$ cat src/hdl/tlw_pkg.sv
// ----------------------------------------------------------------------------
// tlw_pkg
// Shared widths, codes and controller/datapath interface types for the
// topological wave leveler.
// ----------------------------------------------------------------------------
package tlw_pkg;

  // fixed field widths
  localparam int ACTION_W = 2;
  localparam int VERT_W   = 5;
  localparam int TASK_W   = 10;
  localparam int WAVE_W   = 5;
  localparam int STATUS_W = 2;
  localparam int VCOUNT_W = 6;
  localparam int TCOUNT_W = 10;
  localparam int CFG_IDX_W  = 2;
  localparam int CFG_DATA_W = 10;

  // parameter defaults
  localparam int DEF_MAX_VERTICES    = 32;
  localparam int DEF_TASK_INDEX_BITS = 10;

  // request actions
  localparam logic [ACTION_W-1:0] ACT_CLEAR = 2'd0;
  localparam logic [ACTION_W-1:0] ACT_EDGE  = 2'd1;
  localparam logic [ACTION_W-1:0] ACT_MAP   = 2'd2;
  localparam logic [ACTION_W-1:0] ACT_RUN   = 2'd3;

  // result status codes
  localparam logic [STATUS_W-1:0] ST_OK      = 2'd0;
  localparam logic [STATUS_W-1:0] ST_EMPTY   = 2'd1;
  localparam logic [STATUS_W-1:0] ST_INVALID = 2'd2;
  localparam logic [STATUS_W-1:0] ST_CYCLE   = 2'd3;

  // configuration register indexes
  localparam logic [CFG_IDX_W-1:0] REG_VERTEX_COUNT = 2'd0;
  localparam logic [CFG_IDX_W-1:0] REG_TASK_COUNT   = 2'd1;

  // controller to datapath commands
  typedef struct packed {
    logic                take;      // apply an edit request
    logic                start;     // begin a run
    logic                check;     // validate one row, count in-degrees
    logic                seed;      // build wave 0
    logic                wstart;    // rewind the wave position
    logic                wread;     // read current wave list
    logic                wload;     // latch vertex, record schedule
    logic                walk;      // release one target
    logic                wend;      // swap wave lists
    logic                oread;     // read schedule entry
    logic                oload;     // load result register
    logic                ld_status; // load a status result
    logic [STATUS_W-1:0] st_code;
    logic                pop;       // result taken
  } tlw_cmd_t;

  // datapath to controller status
  typedef struct packed {
    logic n_zero;
    logic scan_last;
    logic seed_last;
    logic bad;
    logic cur_empty;
    logic mask_empty;
    logic wave_done;
    logic count_ok;
    logic out_last;
  } tlw_sts_t;

endpackage

$ cat src/hdl/tlw_ctrl.sv
// ----------------------------------------------------------------------------
// tlw_ctrl
// Sequencing state machine: edit requests, validation scan, wave walk and
// result delivery.
// ----------------------------------------------------------------------------
module tlw_ctrl (
  input  logic                          clk,
  input  logic                          rst,
  input  logic                          item_valid,
  output logic                          item_stall,
  input  logic [tlw_pkg::ACTION_W-1:0]  action,
  input  logic                          result_valid,
  input  logic                          result_stall,
  input  tlw_pkg::tlw_sts_t             sts,
  output tlw_pkg::tlw_cmd_t             cmd
);
  import tlw_pkg::*;

  localparam logic [3:0] S_IDLE   = 4'd0;
  localparam logic [3:0] S_CHECK  = 4'd1;
  localparam logic [3:0] S_SEED   = 4'd2;
  localparam logic [3:0] S_WSTART = 4'd3;
  localparam logic [3:0] S_WREAD  = 4'd4;
  localparam logic [3:0] S_WLOAD  = 4'd5;
  localparam logic [3:0] S_WALK   = 4'd6;
  localparam logic [3:0] S_WEND   = 4'd7;
  localparam logic [3:0] S_FIN    = 4'd8;
  localparam logic [3:0] S_ORD    = 4'd9;
  localparam logic [3:0] S_OLOAD  = 4'd10;
  localparam logic [3:0] S_OWAIT  = 4'd11;

  logic [3:0] state, state_next;

  assign item_stall = (state != S_IDLE);

  // next state and commands
  always_comb begin
    state_next = state;
    cmd        = '0;
    unique case (state)
      S_IDLE: begin
        if (item_valid) begin
          cmd.take = 1'b1;
          if (action == ACT_RUN) begin
            cmd.start = 1'b1;
            if (sts.n_zero) begin
              cmd.ld_status = 1'b1;
              cmd.st_code   = ST_EMPTY;
              state_next    = S_OWAIT;
            end else begin
              state_next = S_CHECK;
            end
          end
        end
      end
      S_CHECK: begin
        cmd.check = 1'b1;
        if (sts.bad) begin
          cmd.ld_status = 1'b1;
          cmd.st_code   = ST_INVALID;
          state_next    = S_OWAIT;
        end else if (sts.scan_last) begin
          state_next = S_SEED;
        end
      end
      S_SEED: begin
        cmd.seed = 1'b1;
        if (sts.seed_last) state_next = S_WSTART;
      end
      S_WSTART: begin
        cmd.wstart = 1'b1;
        state_next = sts.cur_empty ? S_FIN : S_WREAD;
      end
      S_WREAD: begin
        cmd.wread  = 1'b1;
        state_next = S_WLOAD;
      end
      S_WLOAD: begin
        cmd.wload  = 1'b1;
        state_next = S_WALK;
      end
      S_WALK: begin
        if (sts.mask_empty) begin
          state_next = sts.wave_done ? S_WEND : S_WREAD;
        end else begin
          cmd.walk = 1'b1;
        end
      end
      S_WEND: begin
        cmd.wend   = 1'b1;
        state_next = S_WSTART;
      end
      S_FIN: begin
        if (sts.count_ok) begin
          state_next = S_ORD;
        end else begin
          cmd.ld_status = 1'b1;
          cmd.st_code   = ST_CYCLE;
          state_next    = S_OWAIT;
        end
      end
      S_ORD: begin
        cmd.oread  = 1'b1;
        state_next = S_OLOAD;
      end
      S_OLOAD: begin
        cmd.oload  = 1'b1;
        state_next = S_OWAIT;
      end
      S_OWAIT: begin
        if (result_valid && !result_stall) begin
          cmd.pop    = 1'b1;
          state_next = sts.out_last ? S_IDLE : S_ORD;
        end
      end
      default: state_next = S_IDLE;
    endcase
  end

  // state register
  always_ff @(posedge clk) begin
    if (rst) begin
      state <= S_IDLE;
    end else begin
      state <= state_next;
    end
  end

endmodule

$ cat src/hdl/tlw_dp.sv
// ----------------------------------------------------------------------------
// tlw_dp
// Datapath: adjacency matrix, task map, in-degree counters, ping-pong wave
// lists, schedule buffer and result register.
// ----------------------------------------------------------------------------
module tlw_dp #(
  parameter int MAX_VERTICES    = tlw_pkg::DEF_MAX_VERTICES,
  parameter int TASK_INDEX_BITS = tlw_pkg::DEF_TASK_INDEX_BITS
) (
  input  logic                            clk,
  input  logic                            rst,
  input  logic                            cfg_valid,
  input  logic [tlw_pkg::CFG_IDX_W-1:0]   cfg_index,
  input  logic [tlw_pkg::CFG_DATA_W-1:0]  cfg_data,
  input  logic [tlw_pkg::ACTION_W-1:0]    action,
  input  logic [tlw_pkg::VERT_W-1:0]      source_vertex,
  input  logic [tlw_pkg::VERT_W-1:0]      target_vertex,
  input  logic [tlw_pkg::TASK_W-1:0]      task_number,
  input  tlw_pkg::tlw_cmd_t               cmd,
  output tlw_pkg::tlw_sts_t               sts,
  output logic                            result_valid,
  output logic [tlw_pkg::TASK_W-1:0]      task_id,
  output logic [tlw_pkg::WAVE_W-1:0]      wave_number,
  output logic [tlw_pkg::STATUS_W-1:0]    status,
  output logic                            last
);
  import tlw_pkg::*;

  localparam int N  = MAX_VERTICES;
  localparam int TB = TASK_INDEX_BITS;
  localparam int VW = $clog2(N);
  localparam int CW = $clog2(N + 1);
  localparam int SW = WAVE_W + TB;

  // configuration
  logic [VCOUNT_W-1:0] num_vertices;
  logic [TCOUNT_W-1:0] num_tasks;

  // graph store
  logic [N-1:0]  adj [N];
  logic [TB-1:0] vmap [N];
  logic [CW-1:0] deg [N];

  // run control
  logic [CW-1:0]     cnt, cur_len, next_len, pos, total, optr;
  logic              bank;
  logic [WAVE_W-1:0] wave;
  logic [N-1:0]      mask;

  // list and schedule memories
  logic [VW-1:0] list_a [N];
  logic [VW-1:0] list_b [N];
  logic [SW-1:0] sched [N];
  logic [VW-1:0] rd_a, rd_b;
  logic [SW-1:0] rd_s;

  logic [CW-1:0] n;
  logic [N-1:0]  nmask, nz, row;
  logic [VW-1:0] cur_v, pick;
  logic          v_in;
  logic          wr_en, wr_bank;
  logic [VW-1:0] wr_addr, wr_data;

  // clipped vertex count
  always_comb begin
    if (32'(num_vertices) > 32'(N)) n = CW'(N);
    else n = CW'(num_vertices);
  end

  always_comb begin
    for (int k = 0; k < N; k++) begin
      nmask[k] = (k < int'(n));
      nz[k]    = (deg[k] != '0);
    end
  end

  assign row   = adj[cnt[VW-1:0]];
  assign v_in  = (cnt < n);
  assign cur_v = bank ? rd_b : rd_a;

  // lowest pending target
  always_comb begin
    pick = '0;
    for (int k = N - 1; k >= 0; k--) begin
      if (mask[k]) pick = VW'(k);
    end
  end

  // status towards the controller
  always_comb begin
    sts            = '0;
    sts.n_zero     = (n == '0);
    sts.scan_last  = (cnt == CW'(N - 1));
    sts.seed_last  = (cnt == n - CW'(1));
    if (v_in) begin
      sts.bad = (|(row & ~nmask)) || (32'(vmap[cnt[VW-1:0]]) >= 32'(num_tasks));
    end else begin
      sts.bad = |row;
    end
    sts.cur_empty  = (cur_len == '0);
    sts.mask_empty = (mask == '0);
    sts.wave_done  = (pos == cur_len);
    sts.count_ok   = (total == n);
    sts.out_last   = last;
  end

  // configuration writes
  always_ff @(posedge clk) begin
    if (rst) begin
      num_vertices <= '0;
      num_tasks    <= '0;
    end else if (cfg_valid) begin
      unique case (cfg_index)
        REG_VERTEX_COUNT: num_vertices <= cfg_data[VCOUNT_W-1:0];
        REG_TASK_COUNT:   num_tasks    <= cfg_data[TCOUNT_W-1:0];
        default: ;
      endcase
    end
  end

  // adjacency and task map edits
  always_ff @(posedge clk) begin
    if (rst || (cmd.take && action == ACT_CLEAR)) begin
      for (int k = 0; k < N; k++) begin
        adj[k]  <= '0;
        vmap[k] <= '0;
      end
    end else if (cmd.take && action == ACT_EDGE) begin
      if (32'(source_vertex) < 32'(N) && 32'(target_vertex) < 32'(N))
        adj[VW'(source_vertex)][VW'(target_vertex)] <= 1'b1;
    end else if (cmd.take && action == ACT_MAP) begin
      if (32'(source_vertex) < 32'(N))
        vmap[VW'(source_vertex)] <= TB'(task_number);
    end
  end

  // in-degree counters
  always_ff @(posedge clk) begin
    if (rst || cmd.start) begin
      for (int k = 0; k < N; k++) deg[k] <= '0;
    end else if (cmd.check && v_in) begin
      for (int k = 0; k < N; k++) begin
        if (row[k] && nmask[k]) deg[k] <= deg[k] + CW'(1);
      end
    end else if (cmd.walk) begin
      deg[pick] <= deg[pick] - CW'(1);
    end
  end

  // list write select
  always_comb begin
    wr_en   = 1'b0;
    wr_bank = bank;
    wr_addr = cur_len[VW-1:0];
    wr_data = cnt[VW-1:0];
    if (cmd.seed) begin
      wr_en = v_in && (deg[cnt[VW-1:0]] == '0);
    end else if (cmd.walk) begin
      wr_en   = (deg[pick] == CW'(1));
      wr_bank = ~bank;
      wr_addr = next_len[VW-1:0];
      wr_data = pick;
    end
  end

  // wave list memories
  always_ff @(posedge clk) begin
    if (wr_en && !wr_bank) list_a[wr_addr] <= wr_data;
    if (wr_en && wr_bank)  list_b[wr_addr] <= wr_data;
    rd_a <= list_a[pos[VW-1:0]];
    rd_b <= list_b[pos[VW-1:0]];
  end

  // schedule buffer
  always_ff @(posedge clk) begin
    if (cmd.wload) sched[total[VW-1:0]] <= {wave, vmap[cur_v]};
    rd_s <= sched[optr[VW-1:0]];
  end

  // run counters
  always_ff @(posedge clk) begin
    if (rst) begin
      cnt      <= '0;
      cur_len  <= '0;
      next_len <= '0;
      pos      <= '0;
      total    <= '0;
      optr     <= '0;
      bank     <= 1'b0;
      wave     <= '0;
      mask     <= '0;
    end else begin
      if (cmd.start) begin
        cnt      <= '0;
        cur_len  <= '0;
        next_len <= '0;
        total    <= '0;
        optr     <= '0;
        bank     <= 1'b0;
        wave     <= '0;
      end
      if (cmd.check) cnt <= sts.scan_last ? '0 : cnt + CW'(1);
      if (cmd.seed) begin
        cnt <= cnt + CW'(1);
        if (wr_en) cur_len <= cur_len + CW'(1);
      end
      if (cmd.wstart) pos <= '0;
      if (cmd.wload) begin
        total <= total + CW'(1);
        pos   <= pos + CW'(1);
        mask  <= adj[cur_v] & nmask & nz;
      end
      if (cmd.walk) begin
        mask[pick] <= 1'b0;
        if (wr_en) next_len <= next_len + CW'(1);
      end
      if (cmd.wend) begin
        cur_len  <= next_len;
        next_len <= '0;
        bank     <= ~bank;
        wave     <= wave + WAVE_W'(1);
      end
      if (cmd.pop) optr <= optr + CW'(1);
    end
  end

  // result register
  always_ff @(posedge clk) begin
    if (rst) begin
      result_valid <= 1'b0;
    end else if (cmd.ld_status || cmd.oload) begin
      result_valid <= 1'b1;
    end else if (cmd.pop) begin
      result_valid <= 1'b0;
    end
  end

  always_ff @(posedge clk) begin
    if (cmd.ld_status) begin
      task_id     <= '0;
      wave_number <= '0;
      status      <= cmd.st_code;
      last        <= 1'b1;
    end else if (cmd.oload) begin
      task_id     <= TASK_W'(rd_s[TB-1:0]);
      wave_number <= rd_s[SW-1:TB];
      status      <= ST_OK;
      last        <= (optr == n - CW'(1));
    end
  end

endmodule

$ cat src/hdl/topological_wave_leveler.sv
// ----------------------------------------------------------------------------
// topological_wave_leveler
// Levels a dependency graph into execution waves (Kahn's algorithm by levels).
// ----------------------------------------------------------------------------
// Clear, add-edge and map requests do not stall the input. A run request
// holds the input stalled until its last result is taken: accept, validate
// every vertex slot (MAX_VERTICES), seed, then per wave vertex a read, a load
// and one release step per outgoing edge, a list swap per wave, closing the
// walk, and per result a read and a load (a status result is loaded
// directly) plus any output stall. The run time is set by the single-target
// release step walking the adjacency matrix.
module topological_wave_leveler #(
  parameter int MAX_VERTICES    = tlw_pkg::DEF_MAX_VERTICES,
  parameter int TASK_INDEX_BITS = tlw_pkg::DEF_TASK_INDEX_BITS
) (
  input  logic                            clk,
  input  logic                            rst,
  input  logic                            cfg_valid,
  output logic                            cfg_ready,
  input  logic [tlw_pkg::CFG_IDX_W-1:0]   cfg_index,
  input  logic [tlw_pkg::CFG_DATA_W-1:0]  cfg_data,
  input  logic                            item_valid,
  output logic                            item_stall,
  input  logic [tlw_pkg::ACTION_W-1:0]    action,
  input  logic [tlw_pkg::VERT_W-1:0]      source_vertex,
  input  logic [tlw_pkg::VERT_W-1:0]      target_vertex,
  input  logic [tlw_pkg::TASK_W-1:0]      task_number,
  output logic                            result_valid,
  input  logic                            result_stall,
  output logic [tlw_pkg::TASK_W-1:0]      task_id,
  output logic [tlw_pkg::WAVE_W-1:0]      wave_number,
  output logic [tlw_pkg::STATUS_W-1:0]    status,
  output logic                            last
);
  import tlw_pkg::*;

  tlw_cmd_t cmd;
  tlw_sts_t sts;

  // registers are always writable
  assign cfg_ready = 1'b1;

  tlw_ctrl u_ctrl (
    .clk          (clk),
    .rst          (rst),
    .item_valid   (item_valid),
    .item_stall   (item_stall),
    .action       (action),
    .result_valid (result_valid),
    .result_stall (result_stall),
    .sts          (sts),
    .cmd          (cmd)
  );

  tlw_dp #(
    .MAX_VERTICES    (MAX_VERTICES),
    .TASK_INDEX_BITS (TASK_INDEX_BITS)
  ) u_dp (
    .clk           (clk),
    .rst           (rst),
    .cfg_valid     (cfg_valid),
    .cfg_index     (cfg_index),
    .cfg_data      (cfg_data),
    .action        (action),
    .source_vertex (source_vertex),
    .target_vertex (target_vertex),
    .task_number   (task_number),
    .cmd           (cmd),
    .sts           (sts),
    .result_valid  (result_valid),
    .task_id       (task_id),
    .wave_number   (wave_number),
    .status        (status),
    .last          (last)
  );

endmodule
$ cat config.mk
export PLATFORM = sky130hd
export DESIGN_NAME = topological_wave_leveler
export DESIGN_NICKNAME = d
export VERILOG_FILES = /design/src/hdl/tlw_pkg.sv /design/src/hdl/tlw_ctrl.sv /design/src/hdl/tlw_dp.sv /design/src/hdl/topological_wave_leveler.sv
export SDC_FILE = /design/constraint.sdc
export NUM_CORES = 2
export LEC_CHECK = 0
export BUFFER_PORTS_ARGS = -buffer_cell sky130_fd_sc_hd__buf_2
export CAP_MARGIN = 0
export CORE_UTILIZATION = 35
export DETAILED_ROUTE_END_ITERATION = 16
export HOLD_SLACK_MARGIN = 0.02
export SLEW_MARGIN = 30
export SYNTH_ARGS = -nofsm -noshare
export SYNTH_HDL_FRONTEND = slang
export SYNTH_HIERARCHICAL = 1
export SYNTH_SLANG_ARGS = --single-unit
$ cat constraint.sdc
create_clock -name clk -period 6.9 [get_ports clk]
set_clock_uncertainty 0.2 [all_clocks]
set_input_delay 0.345 -clock clk [delete_from_list [all_inputs] [get_ports clk]]
set_output_delay 0.345 -clock clk [all_outputs]
set_load 0.05 [all_outputs]
Word-level counts from Yosys, hierarchy flattened. Memory sizes are Yosys's and may differ from the RTL's. A register that Yosys moved wholly into a read port is not among the register bits. Index checks and enable logic that the tools add are counted.

$add $sub $neg: 41. Magnitude comparators: 39. Eq/ne operators: 27. Muxes and demuxes: 301. Bitwise gates (word level): 39. Reductions and logical operators: 104.

Operator list (count): $mux 6 (49); $mux 5 (48); $add 6x1->6 const B (38); $mux 32 (6); $reduce_bool 6->1 (32); $mux 1 (172); $and 32x32->32 (4); $lt 5x6->1 const A (16); $reduce_or 32->1 (3); $not 32->32 (2); $lt 4x6->1 const A (8); $pmux 4 s12 (1); $logic_and 1x1->1 (42); $mux 4 (10); $logic_not 32->1 (1); $or 1x1->1 (32); $eq 6x6->1 (4); $lt 3x6->1 const A (4); $logic_not 6->1 (3); $eq 4x3->1 const B (4); $eq 4x4->1 const B (4); $mux 3 (5); $lt 1x6->1 const A (2); $lt 2x6->1 const A (2); 33 further kinds (59).

Bits in registers: 113. Bits in writable memories: 2336. Output and inout port bits: 21. Logic and storage cells: 574. Memories: 6.

Memories: u_dp.adj (depth 32, bits a word 32, read ports 2, clocked after Yosys merged registers in 1, wr ports 32, RTL line tlw_dp.sv:40) `logic [N-1:0] adj [N];`; u_dp.sched (depth 32, bits a word 15, read ports 1, clocked after Yosys merged registers in 1, wr ports 1, RTL line tlw_dp.sv:53) `logic [SW-1:0] sched [N];`; u_dp.vmap (depth 32, bits a word 10, read ports 2, clocked after Yosys merged registers in 1, wr ports 32, RTL line tlw_dp.sv:41) `logic [TB-1:0] vmap [N];`; u_dp.deg (depth 32, bits a word 6, read ports 34, clocked after Yosys merged registers in 1, wr ports 32, RTL line tlw_dp.sv:42) `logic [CW-1:0] deg [N];`; u_dp.list_a (depth 32, bits a word 5, read ports 1, clocked after Yosys merged registers in 1, wr ports 1, RTL line tlw_dp.sv:51) `logic [VW-1:0] list_a [N];`; u_dp.list_b (depth 32, bits a word 5, read ports 1, clocked after Yosys merged registers in 1, wr ports 1, RTL line tlw_dp.sv:52) `logic [VW-1:0] list_b [N];`.

Depth between registers and ports, before layout.
Depth after elaboration: 39. Depth in mapped cells: 31.

Hierarchy. Netlist, hierarchy kept.

Modules (own cells, without submodules): tlw_dp (instances 1, cells an instance 9112, area each 116729.5 sq um); tlw_ctrl (instances 1, cells an instance 76, area each 546.8 sq um); topological_wave_leveler (instances 1, cells an instance 2, area each 11.3 sq um).

Least setup slack after synthesis. No wires, ideal clock.

Path kind: register to register. From: register with a tool-made name. To: register u_dp.result_valid. Data arrival time: 6.210 ns. Data required time: 6.572 ns. Setup slack: 0.363 ns. Stages on the path, launching flop included: 31. Path buffers: 8. Path through: dfxtp_1 -> clkbuf_1 -> buf_2 -> buf_2 -> buf_2 -> buf_1 -> clkbuf_1 -> buf_1 -> mux4_2 -> mux4_2 -> mux2_2 -> ha_1 -> a21o_1 -> a21oi_1 -> nor2b_1 -> o21ai_0 -> nand2b_1 -> a21oi_1 -> nor2b_1 -> o21ai_0 -> a21oi_1 -> nor3_1 -> a31oi_1 -> inv_1 -> o22ai_1 -> and2_1 -> a21o_1 -> clkbuf_1 -> or2_2 -> a21oi_1 -> nor2_1.

RTL lines: end signal: assignment (RTL line tlw_dp.sv:230) `result_valid <= 1'b0;`; end signal: assignment (RTL line tlw_dp.sv:232) `result_valid <= 1'b1;`; end signal: assignment (RTL line tlw_dp.sv:234) `result_valid <= 1'b0;`; end: declaration (RTL line tlw_dp.sv:21) `output logic result_valid,`.

==> results.cfg <==
[run_status]
status = finished, final reports clean

[power]
vdd.ir_drop.worst_mv = 0.2109
power_switching_share = 0.2666
p_comb_frac = 0.123
power_density_nw_per_um2 = 266.8
switchingPower_mw = 9.477
sequentialPowerShare = 0.462
p_total_mw = 35.55
clkPwrFrac = 0.415
p_leak_nw = 44.80
internal_power_mw = 26.07

[timing]
fin_crit_ns = 6.010
finalSetupViolations = 0
fin_crit_sh = 0.8711
hold_viol = 0
rsz0062_at_grt = false
finalMaxSlewViolations = 0
relSlewSlack = 0.2790
worst_slew_pin_slew_ns = 1.072
totalNegativeSetupSlack_ns = 0
worst_hold_slack_ns = 0.09176
max_freq_mhz = 166.4

[worst_hold_path]
holdPathEnd = u_dp/adj[13][10]
min_path_cells = 4
min-delay-path-class = primary input to flop
min-delay-start = source_vertex[3]

[drt]
vias_per_cell = 6.158
firstDrtPassIters = 7
ant_nets = 0
wl_per_cell_um = 29.03
drc = 0
wl_um = 397900
initialDrtViolationCount = 10330
vias = 84390

[floorplan]
fp-row-count = 212
core_sq_um = 333400
die_w_um = 580.9
initial_core_util = 0.3517
die_h_um = 580.9
die-area_sq_um = 337400
io_pins = 60

[finish]
drive_gt1_frac = 0.2224
finish.instance_area_sq_um = 133200
num-nets-final = 9219
fin_cells = 13710
area_growth_pct = 13.62

[placement]
portBuffers = 58
routabilityCongestion = 1.009
place_hpwl_um = 250700
place_area_sq_um = 123700
dp_cells = 13150

[setup_path]
cp_common_cell = buf_4
cp_slowest_stage_delay_ns = 0.81
critical_path_arrival_ns = 6.44
cp_cell_sequence = buf_12 > buf_4 > buf_4 > mux4_2 > mux4_2 > mux2_2 > inv_1 > o21ai_0 > a22oi_1 > nand4_1 > nor3_1 > a31oi_1 > inv_1 > o22ai_1 > and2_1 > a21o_1 > buf_4 > and2_1
worstRegToRegCells = 18
cp-end-kind = flop
worstSetupPathType = flop to flop
crit_family = buffers and inverters
critPathBufInv = 6
startpoint_type = flop
r2r_setup_slack_ns = 0.89
r2r-end = u_dp/status[1]
cp.required_ns = 7.33
crit_fanout = 35
cp_slowest_cell = dfxtp_4

[global_routing]
grt_max_degree = 216
grt_pass1_wl_um = 578700
grt_util_all_layers = 0.2291
antenna_found_initial = 32
grt.overflow.total = 0
grt_pass1_vias = 82840

[logic_synthesis]
netlist_area_sq_um = 117300
netlist_instances = 9188
synth_nets = 9323
syn_avg_cell_area_sq_um = 12.76
ys.warnings.count = 6

[clocking]
cts.repair.resized = 0
path_clk_slew_ns = 0.06
root_buffer = clkbuf_16
numCtsBuffers = 278
cts_htree_levels = 5
clk_latency_ns = 0.91
clock-sinks = 2479
clk_path_buf_depth = 4
cts_tree = yes

[job]
cap_viol_max_count = 0
## sequential cells by signal (all words and copies together) (netlist names), 15 cells and up, named ones only
name / flops
u_dp/list_a: 160
u_dp/sched: 480
u_dp/mask: 32
u_dp/adj: 1024
u_dp/list_b: 160
u_dp/vmap: 320
u_dp/rd_s: 15
u_dp/deg: 192
## worst max path at each step
stage	start	to	slack, ns	depth (start not counted)
2_1_floorplan	flop	u_dp/result_valid	0.36	30
3_3_place_gp	flop	u_dp/result_valid	0.85	24
3_5_place_dp	flop	u_dp/status[1]	1.03	16
4_1_cts	flop	u_dp/status[1]	1.01	16
5_1_grt	flop	u_dp/result_valid	0.70	19
6_report	flop	u_dp/status[1]	0.89	18
## placed cells by master, fill, tap and decap left out, types with 23 or more instances in the layout
cell type,count
edfxtp_1,1314
nand2_1,1173
dfxtp_1,1149
mux4_2,1006
o21ai_0,624
a22o_1,514
and3_1,369
nor2_1,344
nand3_1,327
buf_4,313
clkbuf_16,287
inv_1,142
mux2i_1,115
o22ai_1,112
a21oi_1,102
xnor2_1,99
ha_1,96
nor3_1,67
clkbuf_1,64
xor2_1,61
buf_2,57
mux2_2,49
a31oi_1,47
nor2_4,45
nor4_1,44
dlygate4sd3_1,43
clkinv_2,41
buf_12,38
a311oi_1,37
clkinv_1,30
clkbuf_8,30
a211oi_1,29
o21ai_1,29
nand4_1,28
nand3b_1,26
or4_1,24
nand2b_1,23
## worst register-to-register path, cell delays in order (launching register included)
cell	delay, ns
dfxtp_4	0.81
buf_12	0.33
buf_4	0.52
buf_4	0.29
mux4_2	0.53
mux4_2	0.48
mux2_2	0.36
inv_1	0.11
o21ai_0	0.07
a22oi_1	0.44
nand4_1	0.24
nor3_1	0.18
a31oi_1	0.17
inv_1	0.17
o22ai_1	0.09
and2_1	0.21
a21o_1	0.17
buf_4	0.21
and2_1	0.17
## metrics by stage
stage | setup WS, ns | util
after floorplan | 0.3626 | -
after global placement | 0.8526 | 0.3703
after detailed placement | 1.028 | 0.3711
after CTS | 1.007 | 0.3994
after global routing | 0.7018 | 0.3996
final | 0.8895 | 0.3996
## cell type report
type                            instances  area (sq um)
Antenna cell                           12         30.03
Clock buffer                          381          7835
Clock inverter                        121          1159
Fill cell                           30500        200200
Inverter                              143         536.8
Multi-Input combinational cell       5723         51380
Sequential cell                      2479         62820
Tap cell                             4387          5489
Timing Repair Buffer                  459          4001
## metal layers
layer | wire (um) | vias up | global-route usage
met1 | 154700 | 43020 | 0.3028
met2 | 179500 | 5030 | 0.3526
met5 | 149 | - | 0
met3 | 43360 | 1094 | 0.05886
li1 | - | 35230 | -
met4 | 20230 | 20 | 0.1054
## power by group through the flow
stage                     Clock [mW]  Sequential [mW]  Combinational (mW)
after global routing            15.5             16.4                4.57
after floorplan                    0             16.6                2.75
final                           14.8             16.4                4.37
after CTS                       14.9             16.4                4.32
after global placement             0             16.7                4.24
after detailed placement           0             16.7                4.30
## what timing repair did
| item | CTS | global route |
|---|---|---|
| setup buffers | 0 | 0 |
| hold buffers | 43 | 0 |
| hold endpoints to repair | 394 | 0 |
| setup endpoints to repair | 0 | 0 |
Power figures use the tool's default switching activity.
